==> config.mk <==
export PLATFORM = sky130hd
export DESIGN_NAME = bpfa_decode
export DESIGN_NICKNAME = d
export VERILOG_FILES = /design/src/hw/rtl/bpfa_pkg.sv /design/src/hw/rtl/bpfa_decode.sv
export SDC_FILE = /design/constraint.sdc
export NUM_CORES = 1
export LEC_CHECK = 0
export ABC_AREA = 0
export BUFFER_PORTS_ARGS = -buffer_cell sky130_fd_sc_hd__buf_2
export CAP_MARGIN = 30
export CORE_MARGIN = 5
export CORE_UTILIZATION = 45
export DETAILED_ROUTE_END_ITERATION = 16
export PLACE_DENSITY = 0.68
export SYNTH_ARGS = -nofsm -noshare
export SYNTH_HDL_FRONTEND = slang
export SYNTH_SLANG_ARGS = --single-unit
==> constraint.sdc <==
create_clock -name vclk -period 7.7
set_input_delay 0 -clock vclk [all_inputs]
set_output_delay 0 -clock vclk [all_outputs]
set_load 0.01 [all_outputs]
==> src/hw/rtl/bpfa_pkg.sv <==
// ----------------------------------------------------------------------------
// bpfa_pkg: shared types and codes of the page frame allocator
// Request and response payloads, action codes, control states and the
// decoded work descriptor passed from the decoder to the core.
// ----------------------------------------------------------------------------
package bpfa_pkg;

    // Widest word index over the parameter range (8192 words of 64 pages)
    localparam int WORD_IDX_W = 13;

    localparam logic [2:0] ACT_ALLOC    = 3'd0;
    localparam logic [2:0] ACT_FREE     = 3'd1;
    localparam logic [2:0] ACT_REGION   = 3'd2;
    localparam logic [2:0] ACT_RESERVE  = 3'd3;
    localparam logic [2:0] ACT_MARK_ALL = 3'd4;

    localparam logic [31:0] REGION_USABLE = 32'd1;

    typedef struct packed {
        logic [2:0]  action;
        logic [47:0] address;
        logic [47:0] region_length;
        logic [31:0] region_type;
    } req_t;

    typedef struct packed {
        logic [47:0] page_address;
        logic        ok;
    } rsp_t;

    typedef enum logic [1:0] {
        KIND_NONE,
        KIND_ALLOC,
        KIND_SPAN,
        KIND_FILL
    } span_kind_t;

    typedef struct packed {
        span_kind_t            kind;
        logic                  set_bits;
        logic                  ok;
        logic [WORD_IDX_W-1:0] first_word;
        logic [WORD_IDX_W-1:0] last_word;
        logic [5:0]            first_bit;
        logic [5:0]            last_bit;
    } span_t;

    typedef enum logic [2:0] {
        ST_CLEAR,
        ST_IDLE,
        ST_DECODE,
        ST_DISPATCH,
        ST_WALK_ALLOC,
        ST_WALK_SPAN,
        ST_DONE
    } state_t;

endpackage

==> src/hw/rtl/bpfa_decode.sv <==
// ----------------------------------------------------------------------------
// bpfa_decode: request to page span decoder
// Rounds region and reserve ranges to pages, clamps them to the store and
// splits the first and last page into word index and bit position.
// ----------------------------------------------------------------------------
module bpfa_decode #(
    parameter int BITMAP_BYTES = 4096,
    parameter int PAGE_SHIFT   = 12
) (
    input  bpfa_pkg::req_t  req,
    output bpfa_pkg::span_t span
);

    localparam int SUM_W     = 50;
    localparam int PG_W      = SUM_W - PAGE_SHIFT;
    localparam int NUM_PAGES = BITMAP_BYTES * 8;

    localparam logic [SUM_W-1:0] PAGE_M1 = SUM_W'((1 << PAGE_SHIFT) - 1);
    localparam logic [PG_W-1:0]  NP_PG   = PG_W'(NUM_PAGES);
    localparam logic [PG_W-1:0]  NP_LAST = PG_W'(NUM_PAGES - 1);

    logic [SUM_W-1:0] addr_x;
    logic [SUM_W-1:0] len_x;
    logic [SUM_W-1:0] start_up;
    logic [SUM_W-1:0] end_raw;
    logic [SUM_W-1:0] end_up;
    logic [PG_W-1:0]  first_pg;
    logic [PG_W-1:0]  stop_pg;
    logic [PG_W-1:0]  last_pg;
    logic [PG_W-1:0]  free_pg;
    logic             empty;
    logic             free_ok;

    always_comb
    begin
        addr_x   = SUM_W'(req.address);
        len_x    = SUM_W'(req.region_length);
        start_up = addr_x + PAGE_M1;
        end_raw  = addr_x + len_x;
        end_up   = end_raw + PAGE_M1;

        // Reserve rounds outward, an available region rounds inward
        if (req.action == bpfa_pkg::ACT_RESERVE)
        begin
            first_pg = addr_x[SUM_W-1:PAGE_SHIFT];
            stop_pg  = end_up[SUM_W-1:PAGE_SHIFT];
        end
        else
        begin
            first_pg = start_up[SUM_W-1:PAGE_SHIFT];
            stop_pg  = end_raw[SUM_W-1:PAGE_SHIFT];
        end

        last_pg = (stop_pg > NP_PG) ? NP_LAST : (stop_pg - PG_W'(1));
        empty   = (first_pg >= stop_pg) || (first_pg >= NP_PG);

        free_pg = addr_x[SUM_W-1:PAGE_SHIFT];
        free_ok = free_pg < NP_PG;

        span.kind       = bpfa_pkg::KIND_NONE;
        span.set_bits   = 1'b0;
        span.ok         = 1'b0;
        span.first_word = first_pg[6 +: bpfa_pkg::WORD_IDX_W];
        span.last_word  = last_pg[6 +: bpfa_pkg::WORD_IDX_W];
        span.first_bit  = first_pg[5:0];
        span.last_bit   = last_pg[5:0];

        case (req.action)
            bpfa_pkg::ACT_ALLOC:
            begin
                span.kind = bpfa_pkg::KIND_ALLOC;
            end
            bpfa_pkg::ACT_FREE:
            begin
                span.first_word = free_pg[6 +: bpfa_pkg::WORD_IDX_W];
                span.last_word  = free_pg[6 +: bpfa_pkg::WORD_IDX_W];
                span.first_bit  = free_pg[5:0];
                span.last_bit   = free_pg[5:0];
                span.ok         = free_ok;
                span.kind       = free_ok ? bpfa_pkg::KIND_SPAN : bpfa_pkg::KIND_NONE;
            end
            bpfa_pkg::ACT_REGION:
            begin
                if (req.region_type == bpfa_pkg::REGION_USABLE)
                begin
                    span.ok   = 1'b1;
                    span.kind = empty ? bpfa_pkg::KIND_NONE : bpfa_pkg::KIND_SPAN;
                end
            end
            bpfa_pkg::ACT_RESERVE:
            begin
                span.ok       = 1'b1;
                span.set_bits = 1'b1;
                span.kind     = empty ? bpfa_pkg::KIND_NONE : bpfa_pkg::KIND_SPAN;
            end
            bpfa_pkg::ACT_MARK_ALL:
            begin
                span.ok   = 1'b1;
                span.kind = bpfa_pkg::KIND_FILL;
            end
            default:
            begin
                span.kind = bpfa_pkg::KIND_NONE;
            end
        endcase
    end

endmodule

# After elaboration in Yosys (flattened, before gate mapping)

Cells that the tools add are included.

Bits in registers: 0
Input bits: 131
Output and inout port bits: 42

$add $sub $neg: 4
Magnitude comparators: 4
Equality and inequality tests: 5
Mux-type cells: 11
Reduce and logical (&&, ||, !) cells: 3

Operator list:

| kind                                                                 | number |
|---|---|
| 2-to-1 mux 38 bit                                                    | 2 |
| adder 49 x 12 -> 50 bit (second input constant)                      | 1 |
| adder 48 x 12 -> 49 bit (second input constant)                      | 1 |
| adder 48 x 48 -> 49 bit                                              | 1 |
| greater-or-equal comparator 37 x 38 -> 1 bit                         | 1 |
| greater-or-equal comparator 38 x 16 -> 1 bit (second input constant) | 1 |
| > comparator 38 x 16 -> 1 bit (second input constant)                | 1 |
| 2-to-1 mux 37 bit                                                    | 1 |
| < comparator 36 x 16 -> 1 bit (second input constant)                | 1 |
| == test 32 x 1 -> 1 bit (second input constant)                      | 1 |
| 2-to-1 mux 19 bit                                                    | 1 |
| subtractor 19 x 1 -> 19 bit (second input constant)                  | 1 |
| case mux 2 bit (5 select lines)                                      | 1 |
| == test 3 x 2 -> 1 bit (second input constant)                       | 2 |
| 2-to-1 mux 2 bit                                                     | 3 |
| == test 3 x 1 -> 1 bit (second input constant)                       | 1 |
| == test 3 bit (second input constant)                                | 1 |
| zero test 3 bit                                                      | 1 |
| case mux 1 bit (3 select lines)                                      | 1 |
| 2-to-1 mux 1 bit                                                     | 2 |
| OR reduction 2 bit                                                   | 1 |
| logical OR 1 bit                                                     | 1 |

# Depth between registers and ports, before layout

Depth in word-level cells: 8
Depth in mapped cells: 26

# Worst setup path before layout

OpenSTA, ideal clock, no wires.

Kind: input -> output
Start point: input port req[32] (netlist bit)
End point: output port span[41] (netlist bit)
Data arrival time: 5.134 ns
Required time: 7.700 ns
Setup slack: 2.566 ns
Stages: 25
Buffers on the path: 1
Cells stage by stage: ha_1 -> inv_1 -> fa_1 -> nand2b_1 -> a21oi_2 -> o31ai_2 -> and3_1 -> or3_1 -> a211o_1 -> or4_1 -> buf_2 -> or4_4 -> or3_1 -> and2_1 -> ha_1 -> a21oi_1 -> nor2b_1 -> o21ai_0 -> nand2b_1 -> a211oi_1 -> o221a_2 -> a21oi_1 -> o221ai_1 -> a21oi_1 -> o22ai_1

RTL lines:

| item               | RTL line          | text |
|---|---|---|
| start: declaration | bpfa_decode.sv:10 | `input bpfa_pkg::req_t req,` |
| end: declaration   | bpfa_decode.sv:11 | `output bpfa_pkg::span_t span` |

==> impl_metrics.tcl <==
set metrics [dict create \
    period_share_pct 76.29 \
    arrival_ns 5.87 \
    switching_power_uw 459.6 \
    yosysSeqAreaShare_pct 0 \
    finalSetupViolations 0 \
    hold_path_class "input port to primary output" \
    tns_ns 0 \
    end_kind "primary output" \
    nets 1424 \
    die_area_mm2 0.01859 \
    vias_per_cell 6.164 \
    total_power_uw 754.9 \
    fin_ws_ns 1.825 \
    worst_pin_slew_ns 0.9487 \
    nClkBuffers 0 \
    cap_violations 0 \
    synthCells 1069 \
    seq_area_um2 0 \
    flops_and_latches 0 \
    gp_congestion 0.9726 \
    rsz0062_at_grt "no" \
    track_usage_pct 26.89 \
    antenna_left 0 \
    crit_path_max_fanout 8 \
    drt_iter0_markers 698 \
    slew_viol_final 0 \
    synth.cell_area_mm2 0.007183 \
    first_pass_iters 5 \
    cts_setup_buffers 0 \
    worstSetupPathType "input port to primary output" \
    row_count 46 \
    clkPwrFrac_pct 0 \
    relSlewSlack_pct 36.17 \
    hpwl_um 22480 \
    p_seq_share_pct 0 \
    grt_overflow 0 \
    synthesis.nets 1288 \
    routed_wl_um 26060 \
    critPathLaunchType "input port" \
    core_area_mm2 0.01577 \
    p_sw_share_pct 60.89 \
    grt_start_max_net_pins 20 \
    p_int_uw 295.2 \
    hold_buffers 0 \
    start_util_pct 45.55 \
    worstPathRequired_ns 7.70 \
    grt_pass1_wl_um 40940 \
    fp.dieH_um 136.3 \
    synth.avg_cell_area_um2 6.719 \
    combPwrFrac_pct 100.0 \
    yosys.area.top_type "ha_1" \
    maxClockFrequency_mhz 170.2 \
    place_ws_ns 1.879 \
    ioPinCount 173 \
    fin_area_mm2 0.008160 \
    outcome "finished clean" \
    antenna_found_initial 0 \
    antenna_cells 0 \
    min_period_ns 5.875 \
    drc 0 \
    vias 8747 \
    synth_top_area_share_pct 15.15 \
    routedWlPerCell_um 18.37 \
    dieWidth_um 136.3 \
    synth_area_leaders "ha_1, xnor2_1, xor2_1" \
    final-hold-violation-count 0 \
    synth.distinct_cells 88 \
    layout-drive-gt1-share_pct 17.37 \
    placedInstanceArea_mm2 0.008155 \
    p_per_area_mw_per_mm2 92.50 \
    ys_warn_count 0 \
    ir_worst_vdd_mv 0.03497 \
    syn_to_final_growth_pct 13.60 \
    leakage_nw 3.422 \
    post_cts_resized 0 \
    io_buffers 173 \
    grt_pass1_vias 8021 \
]
## final timing paths
check / from / endpoint / cells past startpoint
min: req[92] / span[6] / 3
max: req[80] / span[41] / 26
## logic make-up after synthesis
logic type	Yosys count	share of synthesized area, %
AO/OA/AOI/OAI	295	27.85
buffers and inverters	66	3.867
XOR/XNOR	131	16.08
adder cells (fa/ha/maj)	88	15.43
AND/OR/NAND/NOR	479	35.17
multiplexers	10	1.603
## layout make-up
class                           instances  area, um2
Fill cell                            1690       7610
Inverter                               23      86.33
Multi-Input combinational cell       1003       6910
Tap cell                              216      270.3
Timing Repair Buffer                  177      893.4
## per-layer routing
| metal | global-route usage (%) | vias to the layer above | share of wire, % |
|---|---|---|---|
| met1 | 38.51 | 4043 | 46 |
| met3 | 2.147 | 28 | 7.6 |
| met5 | 0 | - | 0 |
| li1 | - | 4319 | - |
| met4 | 4.591 | 0 | 2.0 |
| met2 | 44.52 | 357 | 45 |
## cells in the mapped netlist (4+ instances only)
library cell,number
clkbuf_1,25
a21oi_1,73
a211oi_1,11
o211a_1,4
a311oi_1,4
o31ai_1,8
nor3b_1,8
o21ai_1,22
nor2b_1,8
buf_2,12
o21a_1,13
xor2_1,49
nor3_1,34
o22a_1,13
xnor2_1,81
nor4b_1,6
or2_2,4
nand3_1,53
a21o_1,28
or4_1,7
inv_1,23
o21bai_1,10
and2_1,16
nor2_1,92
and3_1,22
nand2_1,112
a2111oi_0,5
a31oi_1,10
o21ai_0,38
mux2i_1,7
nor4_1,29
ha_1,87
a21oi_2,4
nand4_1,37
o211ai_1,9
or3_1,13
and4_1,9
o2111ai_1,7
nand2b_1,8
## critical path, stage by stage
cell,delay (ns)
buf_2,0.09
ha_1,0.17
inv_1,0.07
fa_1,0.39
nand2b_1,0.21
a21oi_2,0.28
o21ai_1,0.17
o31ai_1,0.35
xor2_1,0.50
nand4_1,0.14
or4_1,0.66
or4_4,0.50
or3_1,0.38
and2_1,0.17
ha_1,0.32
a21oi_1,0.16
nor2b_1,0.05
o21ai_0,0.13
nand2b_1,0.08
a211oi_1,0.21
o221a_2,0.21
a21oi_1,0.06
o221ai_1,0.18
a21oi_1,0.08
o22ai_1,0.15
buf_2,0.15
## power groups by stage
stage	combinational [mW]	sequential [mW]	clock, mW
after floorplan	0.531	0	0
after global placement	0.730	0	0
after detailed placement	0.736	0	0
after CTS	0.740	0	0
after global routing	0.833	0	0
final	0.755	0	0
## cells in the final DEF, fill, tap and decap left out, drive strengths merged, types with 10 or more instances in the layout
cell and instances:
a211oi 13, a21o 28, a21oi 77, a31oi 10, and2 16, and3 22, buf 177, ha 87
inv 23, nand2 113, nand3 54, nand4 38, nor2 93, nor3 34, nor4 30, o21a 13
o21ai 60, o21bai 10, o22a 13, or3 13, xnor2 82, xor2 49
## per-stage QoR
| step | instances | utilization, % | hold slack, ns |
|---|---|---|---|
| after floorplan | 1069 | - | 0.04292 |
| after global placement | 1418 | 51.71 | 0.3387 |
| after detailed placement | 1418 | 51.71 | 0.3422 |
| after CTS | 1418 | 51.71 | 0.3418 |
| after global routing | 1419 | 51.75 | 0.3767 |
| final | 1419 | 51.75 | 0.3446 |
Note: power is estimated with default switching activity, not from simulation.
